## src/rtl/core/dts_pkg.sv

```systemverilog
`default_nettype none

package dts_pkg;

  // Field widths
  localparam int unsigned NODE_W  = 5;
  localparam int unsigned CNT_W   = 6;
  localparam int unsigned OP_W    = 1;

  // A dependency row holds one bit per possible required_node
  localparam int unsigned ROW_W       = 1 << NODE_W;
  localparam int unsigned NODE_LIMIT  = 1 << NODE_W;

  localparam int unsigned MAX_NODES_DEF = 32;
  localparam logic [CNT_W-1:0] NUM_NODES_RST = CNT_W'(1);

  typedef enum logic [OP_W-1:0] {
    OP_ADD_EDGE = 1'b0,
    OP_START    = 1'b1
  } op_e;

  typedef enum logic [1:0] {
    ST_IDLE,
    ST_SCAN,
    ST_CYCLE
  } state_e;

endpackage

`default_nettype wire

```

## src/rtl/core/dependency_topological_sort_top.sv

```systemverilog
`default_nettype none

// Edge transaction: accepted while idle, no result.
// Start transaction: one row check per cycle unless the output stalls, up to n passes over
// n nodes (n = node count, limited to MAX_NODES and 32); ST_CYCLE loads a cycle result.
// The node checks share one row-vs-visited compare; in_stall_o is high for the whole run.
// Each result sits in an output register; the next transaction is taken once the run ends.
// Reset: node total 1, dependency matrix empty (per-row valid bits cleared), output empty.
module dependency_topological_sort_top #(
  parameter int unsigned MAX_NODES = dts_pkg::MAX_NODES_DEF
) (
  input  wire logic                         clk_i,
  input  wire logic                         rst_ni,
  input  wire logic                         cfg_we_i,
  input  wire logic [dts_pkg::CNT_W-1:0]    cfg_wdata_i,
  input  wire logic                         in_valid_i,
  output logic                              in_stall_o,
  input  wire logic [dts_pkg::OP_W-1:0]     op_i,
  input  wire logic [dts_pkg::NODE_W-1:0]   dependent_node_i,
  input  wire logic [dts_pkg::NODE_W-1:0]   required_node_i,
  output logic                              out_valid_o,
  input  wire logic                         out_stall_i,
  output logic [dts_pkg::NODE_W-1:0]        ordered_node_o,
  output logic                              cycle_found_o,
  output logic                              last_o
);
  import dts_pkg::*;

  localparam int unsigned ROWS = (MAX_NODES < NODE_LIMIT) ? MAX_NODES : NODE_LIMIT;
  localparam int unsigned IW   = $clog2(ROWS);
  localparam int unsigned NW   = $clog2(ROWS + 1);

  state_e state_q, state_d;

  logic [CNT_W-1:0]  num_nodes_q;
  logic [NW-1:0]     n_q, n_d;
  logic [NW-1:0]     placed_q, placed_d, placed_inc;
  logic [IW-1:0]     idx_q, idx_d;
  logic              prog_q, prog_d;
  logic [ROWS-1:0]   visited_q, visited_d;
  logic [ROWS-1:0]   row_vld_q;
  logic [ROW_W-1:0]  rows_q [ROWS];

  logic              out_valid_q;
  logic [NODE_W-1:0] out_node_q;
  logic              out_cyc_q;
  logic              out_last_q;

  logic              in_acc;
  logic              edge_acc;
  logic              start_acc;
  logic              edge_ok;
  logic [IW-1:0]     edge_idx;
  logic [NW-1:0]     n_start;

  logic [ROW_W-1:0]  row_rd_q;
  logic [ROW_W-1:0]  vis_ext;
  logic              blocked;
  logic              candidate;
  logic              slot_free;
  logic              place;
  logic              advance;
  logic              last_node;
  logic              run_done;
  logic              load_cyc;

  // ---------------------------------------------------------------------------
  // Handshake and decode
  // ---------------------------------------------------------------------------
  assign in_stall_o = (state_q != ST_IDLE);
  assign in_acc     = in_valid_i && !in_stall_o;
  assign edge_acc   = in_acc && (op_e'(op_i) == OP_ADD_EDGE);
  assign start_acc  = in_acc && (op_e'(op_i) == OP_START);
  assign edge_ok    = (CNT_W'(dependent_node_i) < CNT_W'(ROWS));
  assign edge_idx   = IW'(dependent_node_i);

  assign n_start = (num_nodes_q > CNT_W'(ROWS)) ? NW'(ROWS) : NW'(num_nodes_q);

  assign slot_free = !out_valid_q || !out_stall_i;

  // Shared row check: a node is ready when all its dependencies are visited
  assign vis_ext    = ROW_W'(visited_q);
  assign blocked    = |(row_rd_q & ~vis_ext);
  assign candidate  = !visited_q[idx_q] && !blocked;
  assign last_node  = (idx_q == IW'(n_q - 1'b1));
  assign placed_inc = NW'(placed_q + 1'b1);

  // ---------------------------------------------------------------------------
  // Next state
  // ---------------------------------------------------------------------------
  always_comb begin
    state_d = state_q;
    case (state_q)
      ST_IDLE: begin
        if (start_acc) begin
          state_d = (n_start == '0) ? ST_CYCLE : ST_SCAN;
        end
      end
      ST_SCAN: begin
        if (!candidate || slot_free) begin
          if (candidate && (placed_inc == n_q)) begin
            state_d = ST_IDLE;
          end else if (last_node && !(prog_q || candidate)) begin
            state_d = ST_CYCLE;
          end
        end
      end
      ST_CYCLE: begin
        if (slot_free) begin
          state_d = ST_IDLE;
        end
      end
      default: state_d = ST_IDLE;
    endcase
  end

  // ---------------------------------------------------------------------------
  // Sequencer outputs
  // ---------------------------------------------------------------------------
  always_comb begin
    place     = 1'b0;
    advance   = 1'b0;
    load_cyc  = 1'b0;
    n_d       = n_q;
    idx_d     = idx_q;
    prog_d    = prog_q;
    visited_d = visited_q;
    placed_d  = placed_q;
    case (state_q)
      ST_IDLE: begin
        if (start_acc) begin
          n_d       = n_start;
          idx_d     = '0;
          prog_d    = 1'b0;
          visited_d = '0;
          placed_d  = '0;
        end
      end
      ST_SCAN: begin
        place   = candidate && slot_free;
        advance = !candidate || slot_free;
        if (advance) begin
          idx_d  = last_node ? '0 : IW'(idx_q + 1'b1);
          prog_d = last_node ? 1'b0 : (prog_q || place);
        end
        if (place) begin
          visited_d[idx_q] = 1'b1;
          placed_d         = placed_inc;
        end
      end
      ST_CYCLE: begin
        load_cyc = slot_free;
      end
      default: ;
    endcase
  end

  assign run_done = (state_q != ST_IDLE) && (state_d == ST_IDLE);

  // ---------------------------------------------------------------------------
  // Registers
  // ---------------------------------------------------------------------------
  always_ff @(posedge clk_i or negedge rst_ni) begin
    if (!rst_ni) begin
      state_q      <= ST_IDLE;
      num_nodes_q  <= NUM_NODES_RST;
      n_q          <= '0;
      idx_q        <= '0;
      prog_q       <= 1'b0;
      visited_q    <= '0;
      placed_q     <= '0;
      row_vld_q    <= '0;
      out_valid_q  <= 1'b0;
    end else begin
      state_q <= state_d;
      n_q     <= n_d;
      idx_q   <= idx_d;
      prog_q  <= prog_d;
      if (cfg_we_i) begin
        num_nodes_q <= cfg_wdata_i;
      end
      if (run_done) begin
        visited_q <= '0;
        placed_q  <= '0;
        row_vld_q <= '0;
      end else begin
        visited_q <= visited_d;
        placed_q  <= placed_d;
        if (edge_acc && edge_ok) begin
          row_vld_q[edge_idx] <= 1'b1;
        end
      end
      if (place || load_cyc) begin
        out_valid_q <= 1'b1;
      end else if (!out_stall_i) begin
        out_valid_q <= 1'b0;
      end
    end
  end

  // Dependency rows; a row that is not valid reads as zero.
  // The read follows idx_d so row_rd_q holds the row of idx_q.
  always_ff @(posedge clk_i) begin
    if (edge_acc && edge_ok) begin
      if (!row_vld_q[edge_idx]) begin
        rows_q[edge_idx] <= ROW_W'(1) << required_node_i;
      end else begin
        rows_q[edge_idx][required_node_i] <= 1'b1;
      end
    end
    row_rd_q <= row_vld_q[idx_d] ? rows_q[idx_d] : '0;
  end

  always_ff @(posedge clk_i) begin
    if (place) begin
      out_node_q <= NODE_W'(idx_q);
      out_cyc_q  <= 1'b0;
      out_last_q <= (placed_inc == n_q);
    end else if (load_cyc) begin
      out_node_q <= '0;
      out_cyc_q  <= 1'b1;
      out_last_q <= 1'b1;
    end
  end

  assign out_valid_o    = out_valid_q;
  assign ordered_node_o = out_node_q;
  assign cycle_found_o  = out_cyc_q;
  assign last_o         = out_last_q;

  // ---------------------------------------------------------------------------
  // Assertions
  // ---------------------------------------------------------------------------
  a_placed_below_n: assert property (@(posedge clk_i) disable iff (!rst_ni)
    (state_q == ST_SCAN) |-> (placed_q < n_q))
    else $error("placed count reached node count while scanning");

  a_visited_matches_placed: assert property (@(posedge clk_i) disable iff (!rst_ni)
    (32'($countones(visited_q)) == 32'(placed_q)))
    else $error("visited mask and placed count disagree");

  a_idx_in_range: assert property (@(posedge clk_i) disable iff (!rst_ni)
    (state_q == ST_SCAN) |-> (32'(idx_q) < 32'(n_q)))
    else $error("scan index beyond node count");

  a_matrix_cleared: assert property (@(posedge clk_i) disable iff (!rst_ni)
    run_done |=> (row_vld_q == '0) && (visited_q == '0))
    else $error("dependency matrix not cleared after run");

  a_no_load_when_held: assert property (@(posedge clk_i) disable iff (!rst_ni)
    (out_valid_q && out_stall_i) |-> !(place || load_cyc))
    else $error("result loaded over a held result");

endmodule

`default_nettype wire
```

## config.mk

```make
export PLATFORM = sky130hd
export DESIGN_NAME = dependency_topological_sort_top
export DESIGN_NICKNAME = d
export VERILOG_FILES = /design/src/rtl/core/dts_pkg.sv /design/src/rtl/core/dependency_topological_sort_top.sv
export SDC_FILE = /design/constraint.sdc
export NUM_CORES = 2
export LEC_CHECK = 0
export ABC_AREA = 1
export BUFFER_PORTS_ARGS = -buffer_cell sky130_fd_sc_hd__buf_2
export CAP_MARGIN = 10
export CORE_MARGIN = 1.5
export CORE_UTILIZATION = 50
export DETAILED_ROUTE_END_ITERATION = 12
export PLACE_DENSITY = 0.65
export SLEW_MARGIN = 20
export SYNTH_ARGS = -nofsm -noshare
export SYNTH_HDL_FRONTEND = slang
export SYNTH_SLANG_ARGS = --single-unit
```

## constraint.sdc

```tcl
create_clock -name clk_i -period 4.8 [get_ports clk_i]
set_input_delay 1.44 -clock clk_i [delete_from_list [all_inputs] [get_ports clk_i]]
set_output_delay 1.44 -clock clk_i [all_outputs]
set_load 0.01 [all_outputs]
```

; Yosys cells after proc, flatten, opt, wreduce, memory -nomap -nowiden
; Memory sizes are Yosys's and may differ from the RTL's. A register that Yosys moved wholly into a read port is not among the register bits.
; Cells that the tools add are included.
[op_classes]
n_eq_ne = 9
div_mod_pow = 0
magnitude_cmp = 8
multipliers = 0
bitwise_logic = 37
shifts = 1
add_sub_neg = 3
muxes = 84
n_reduce_logical = 36
[op_table]
columns = cell, count
row1 = 32-bit 2-to-1 mux, 6
row2 = 32-bit bitwise OR, 2
row3 = 32-bit one-hot mux with 2 select lines, 1
row4 = 1-bit 2-to-1 mux, 52
row5 = 32-bit AND, 1
row6 = 32-bit inverter, 1
row7 = 1-bit bitwise OR, 32
row8 = 32-bit OR reduction, 1
row9 = 1-bit by 5-bit << shifter with 32-bit output (first input constant), 1
row10 = 5-bit 2-to-1 mux, 5
row11 = 5-bit by 6-bit < comparator with 1-bit output (second input constant), 4
row12 = 6-bit 2-to-1 mux, 4
row13 = 1-bit binary-select mux with 5-bit select, 3
row14 = 1-bit demux with 5-bit select, 3
row15 = 5-bit by 1-bit >= comparator with 1-bit output (second input constant), 3
row16 = 2-bit 2-to-1 mux, 6
row17 = 6-bit one-hot mux with 2 select lines, 1
row18 = 1-bit logical AND, 11
row19 = 5-bit one-hot mux with 2 select lines, 1
row20 = 1-bit logical NOT, 8
row21 = 2-bit nonzero test, 4
row22 = 6-bit by 1-bit adder with 6-bit output (second input constant), 1
row23 = 6-bit equality test, 1
row24 = 6-bit greater-than comparator (second input constant), 1
row25 = other kinds (17), 25
[word_totals]
in_bits = 22
rom_bits = 0
mem_count = 1
elab_cells = 191
regBits = 98
latchBits = 0
out_inout_bits = 9
ramBits = 1024
[memory_table]
columns = memory, words, word_bits, rd, rd_clocked_by_memory_dff, write_ports, line
row1 = rows_q, 32, 32, 1, 1, 1, dependency_topological_sort_top.sv:42  ; logic [ROW_W-1:0] rows_q [ROWS];

; Longest topological paths before layout
[logic_depth]
ltp_word = 16
mapped_depth = 24
mapped_depth_nobuf = 20

; Worst setup path after synthesis
; No wires, ideal clock.
[synth_timing]
path_kind = input port to flip-flop
from = input in_valid_i
to = register row_rd_q[10] (read register of rows_q)
path_stages = 16
n_path_buf = 3
t_arrival_ns = 3.317
setup_slack_ns = 1.366
path_cell_list = inv_1 > nor3_2 > nor2_1 > inv_2 > nand2_1 > nand2_1 > buf_2 > buf_2 > buf_1 > nand3b_1 > nand3_1 > nand3_1 > nand3_1 > nand3_1 > nand2_1 > nor2_1
[synth_between]
elab_chain_len = 7
[synth_rtl]
columns = element, line
row1 = "start, declared", dependency_topological_sort_top.sv:16  ; input wire logic in_valid_i,
row2 = 1-bit logical AND *, dependency_topological_sort_top.sv:71  ; assign in_acc = in_valid_i && !in_stall_o;
row3 = 1-bit logical AND *, dependency_topological_sort_top.sv:73  ; assign start_acc = in_acc && (op_e'(op_i) == OP_START);
row4 = 5-bit 2-to-1 mux *, dependency_topological_sort_top.sv:131  ; if (start_acc) begin
row5 = 5-bit one-hot mux with 2 select lines *, dependency_topological_sort_top.sv:129  ; case (state_q)
row6 = 1-bit binary-select mux with 5-bit select, dependency_topological_sort_top.sv:211  ; row_rd_q <= row_vld_q[idx_d] ? rows_q[idx_d] : '0;
row7 = 1-bit 2-to-1 mux (not written as such), dependency_topological_sort_top.sv:211
row8 = 1-bit logical NOT (no line), --
row9 = "end, declared", dependency_topological_sort_top.sv:56  ; logic [ROW_W-1:0] row_rd_q;
; Mark *: on every way between the ends. The rest lies on a longest branch, timed or not. The select of a mux whose other input is x is not followed.
; A chain may end at the register's enable or synchronous reset.

; Worst setup path in the final report
[layout_timing]
from = register idx_q[3]
to = register row_rd_q[21] (read register of rows_q)
[layout_between]
elab_chain_len = 11
word_cells_on_any_way = 15
[layout_rtl]
columns = element, line
row1 = "start, declared", dependency_topological_sort_top.sv:38  ; logic [IW-1:0] idx_q, idx_d;
row2 = "start signal, assigned", dependency_topological_sort_top.sv:177  ; idx_q <= idx_d;
row3 = 1-bit binary-select mux with 5-bit select, dependency_topological_sort_top.sv:84  ; assign candidate = !visited_q[idx_q] && !blocked;
row4 = 1-bit 2-to-1 mux (not written as such), dependency_topological_sort_top.sv:84
row5 = 1-bit logical NOT, dependency_topological_sort_top.sv:84
row6 = 1-bit logical AND, dependency_topological_sort_top.sv:84
row7 = 1-bit logical NOT, dependency_topological_sort_top.sv:141  ; advance = !candidate || slot_free;
row8 = 1-bit logical OR, dependency_topological_sort_top.sv:141
row9 = 5-bit 2-to-1 mux, dependency_topological_sort_top.sv:142  ; if (advance) begin
row10 = 5-bit one-hot mux with 2 select lines *, dependency_topological_sort_top.sv:129
row11 = 1-bit binary-select mux with 5-bit select, dependency_topological_sort_top.sv:211
row12 = 1-bit 2-to-1 mux (not written as such), dependency_topological_sort_top.sv:211
row13 = 1-bit logical NOT (no line), --
; Marked as above.

==> flow_summary.toml <==
[worst_setup_path]
arrival_ps = 4610
end_kind = "flip-flop"
crit_fanout = 136
cp_cell_sequence = "inv_2 -> nor3_1 -> nand2_1 -> nand2_1 -> nor2_1 -> nand2_2 -> nand4_1 -> nand3_4 -> buf_12 -> buf_12 -> nand3b_1 -> nand3_1 -> nand3_1 -> nand3_1 -> nand3_1 -> nand2_1 -> nor2_1"
path_class = "reg -> reg"
cp-start-kind = "flip-flop"
cp_slowest_cell = "nor3_1"
required_ps = 5380
critPathMaxStageDelay_ps = 610
critical-path-top-delay-family = "simple AND/OR/NAND/NOR gates"
cp_common_cell = "nand3_1"
crit_buf_inv = 3

[synth]
ys_seq_elements = 1154
synth_top_cell_area_share = 0.553
synth_compound_area_frac = 0.0116
synth_commonest_cells = "nor2_1 (1194), nand3_1 (1108), edfxtp_1 (1030)"
syn_nets = 6085
synth.area.mux_share = 0.000201
yosysUniqueCellTypes = 35
synth_warnings = 0
yosysMostFrequentCell = "nor2_1"
synth_async_sr_flop_share = 0.0789
synth_top_family_by_area = "simple AND/OR/NAND/NOR gates"
yosysTopAreaCell = "edfxtp_1"
synthFlopType = "edfxtp_1"
synth_cells = 6057
yosys.area_share.simple = 0.295
synth-seq-area-share = 0.606
syn_area_um2 = 55900
synth_edf_count = 1030
synth_xor_xnor_area_share = 0.00266
synth_area_leaders = "edfxtp_1 (55%), nand3_1 (9.9%), nor2_1 (8.0%)"
synth_adder_area_share = 0.00134
synth.avg_cell_area_um2 = 9.23

[timing]
hold_viol_final = 0
fin_crit_ps = 4030
rsz0062_at_grt = "no"
finClkSkew_ps = 24.1
period_share = 0.840
tightest_slew_ps = 1190
finalSetupTns_ps = 0
slew_headroom = 0.205
max_freq_ghz = 0.248
finalSetupViolCount = 0
drv_slew = 0

[status]
status = "complete, no violations"

[die]
io_pins = 31
core_area_um2 = 111000
die_w_um = 337
rows = 122
dieArea_um2 = 114000
die_y_um = 337
start_util = 0.504

[route]
drt_iter0_drc = 6683
ant_nets = 0
wl_per_cell_um = 23.1
vias_per_cell = 5.85
first_pass_iters = 6
vias = 43700
drc_errors = 0
wirelength_um = 173000

[global_route]
grt_pass1_wl_um = 256000
grt_pass1_vias = 40600
grt_use_total = 0.302
grt_max_degree = 137
overflow = 0
antenna_found_initial = 6

[clock_network]
holdBufCountCts = 0
htreeDepth = 3
post_cts_resized = 0
cts_inserted_buffers = 121
insertion_delay_ps = 720
cts_buffer_depth = 3
cts.sinks = 1154
post_cts_buffers = 0
ctsRootBufferMaster = "clkbuf_16"
clk_pin_slew_ps = 60
cts_tree = "done"

[power_and_ir_drop]
vdd_ir_drop_max_mv = 0.510
power_uw = 29200
power.leakage_uw = 0.0253
cellPowerDensity_nw_per_um2 = 473

[flow_run]
drv_cap = 0

[final_layout]
area_delta_synth_final_pct = 10.3
nNetsFinal = 5909
drive_above_1_share = 0.0812

[place]
gp_congestion = 0.880
dp_hpwl_um = 87400
portBuffers = 30

[hold_path]
hold_path.class = "reg -> reg"
## worst min-delay path: cells and delay by family, from the launching register on
kind                   cells  cell delay (ps)
DFF                        1              320
buffers and inverters      1               50
AOI/OAI and AO/OA          1               90
## state kept, by name (all words and copies together), names as in the netlist
signal          count
vis_ext            32
out_valid_o         1
num_nodes_q         6
rows_q           1024
row_vld_q          32
placed_q            6
cycle_found_o       1
n_q                 6
idx_q               5
prog_q              1
ordered_node_o      5
last_o              1
state_q             2
row_rd_q           32
## layer usage
| layer | wire length (um) | global-route usage | vias to the layer above |
|---|---|---|---|
| met5 | 43 | 0 | - |
| met4 | 7210 | 0.121 | 6 |
| met3 | 19300 | 0.0484 | 404 |
| met2 | 76400 | 0.461 | 2422 |
| met1 | 69700 | 0.431 | 21300 |
| li1 | - | - | 19600 |
## cell families after synthesis
| group | count (synthesis) |
|---|---|
| flip-flops | 1154 |
| buffers and inverters | 1173 |
| AO/OA/AOI/OAI | 119 |
| AND/OR/NAND/NOR | 3587 |
| multiplexers | 1 |
| adder cells (fa/ha/maj) | 6 |
| XOR/XNOR | 17 |
## layout make-up
cell class / count / area (um2)
fillers: 9836 / 49200
flip-flops and latches: 1154 / 33900
multi-input cells: 3730 / 17600
clock buffers: 151 / 3260
inverters: 672 / 2540
repair buffers: 202 / 1890
well taps: 1488 / 1860
clock inverters: 75 / 632
diodes: 1 / 2.50
## power breakdown
group	switching, uW	total [uW]	internal, uW
logic	6150	8660	2500
clock network	3950	9300	5350
registers	173	11200	11100
total	10300	29200	18900
## path summary, 6_finish.rpt
| check | startpoint | to | slack [ps] | cells past startpoint |
|---|---|---|---|---|
| worst max-delay path | idx_q[3]$_DFF_PN0_ | row_rd_q[21]$_SDFF_PN0_ | 770 | 17 |
| worst min-delay path | cycle_found_o$_SDFFE_PP0P_ | cycle_found_o$_SDFFE_PP0P_ | 480 | 2 |
| worst max register to register | idx_q[3]$_DFF_PN0_ | row_rd_q[21]$_SDFF_PN0_ | 770 | 17 |
| worst min register to register | cycle_found_o$_SDFFE_PP0P_ | cycle_found_o$_SDFFE_PP0P_ | 480 | 2 |
| max in group asynchronous | rst_ni | vis_ext[22]$_DFFE_PN0P_ | 3350 | 2 |
| min in group asynchronous | rst_ni | num_nodes_q[4]$_DFFE_PN0P_ | 570 | 1 |
## cells in the final DEF (no fill, tap or decap), types with 38 or more instances in the layout
| cell type | netlist | layout |
|---|---|---|
| clkbuf_16 | 0 | 125 |
| buf_4 | 12 | 137 |
| nor2_2 | 0 | 47 |
| edfxtp_1 | 1030 | 1030 |
| nand3b_1 | 411 | 411 |
| nand2_1 | 840 | 837 |
| inv_2 | 9 | 38 |
| dfrtp_1 | 90 | 90 |
| nand3_1 | 1108 | 1108 |
| inv_1 | 661 | 628 |
| o21ai_0 | 53 | 53 |
| nor2_1 | 1194 | 1141 |
## through the flow
step	worst slack [ps]	instance area [um2]	std cells	hold slack, ps	util
5_1_grt	544	61600	7472	528	0.556
4_1_cts	920	61600	7472	494	0.556
3_5_place_dp	531	57700	7246	475	0.521
2_1_floorplan	1370	55900	6057	466	-
3_3_place_gp	600	57700	7246	453	0.521
6_report	768	61600	7473	485	0.556
No activity file was read; power rests on OpenSTA's default activity.
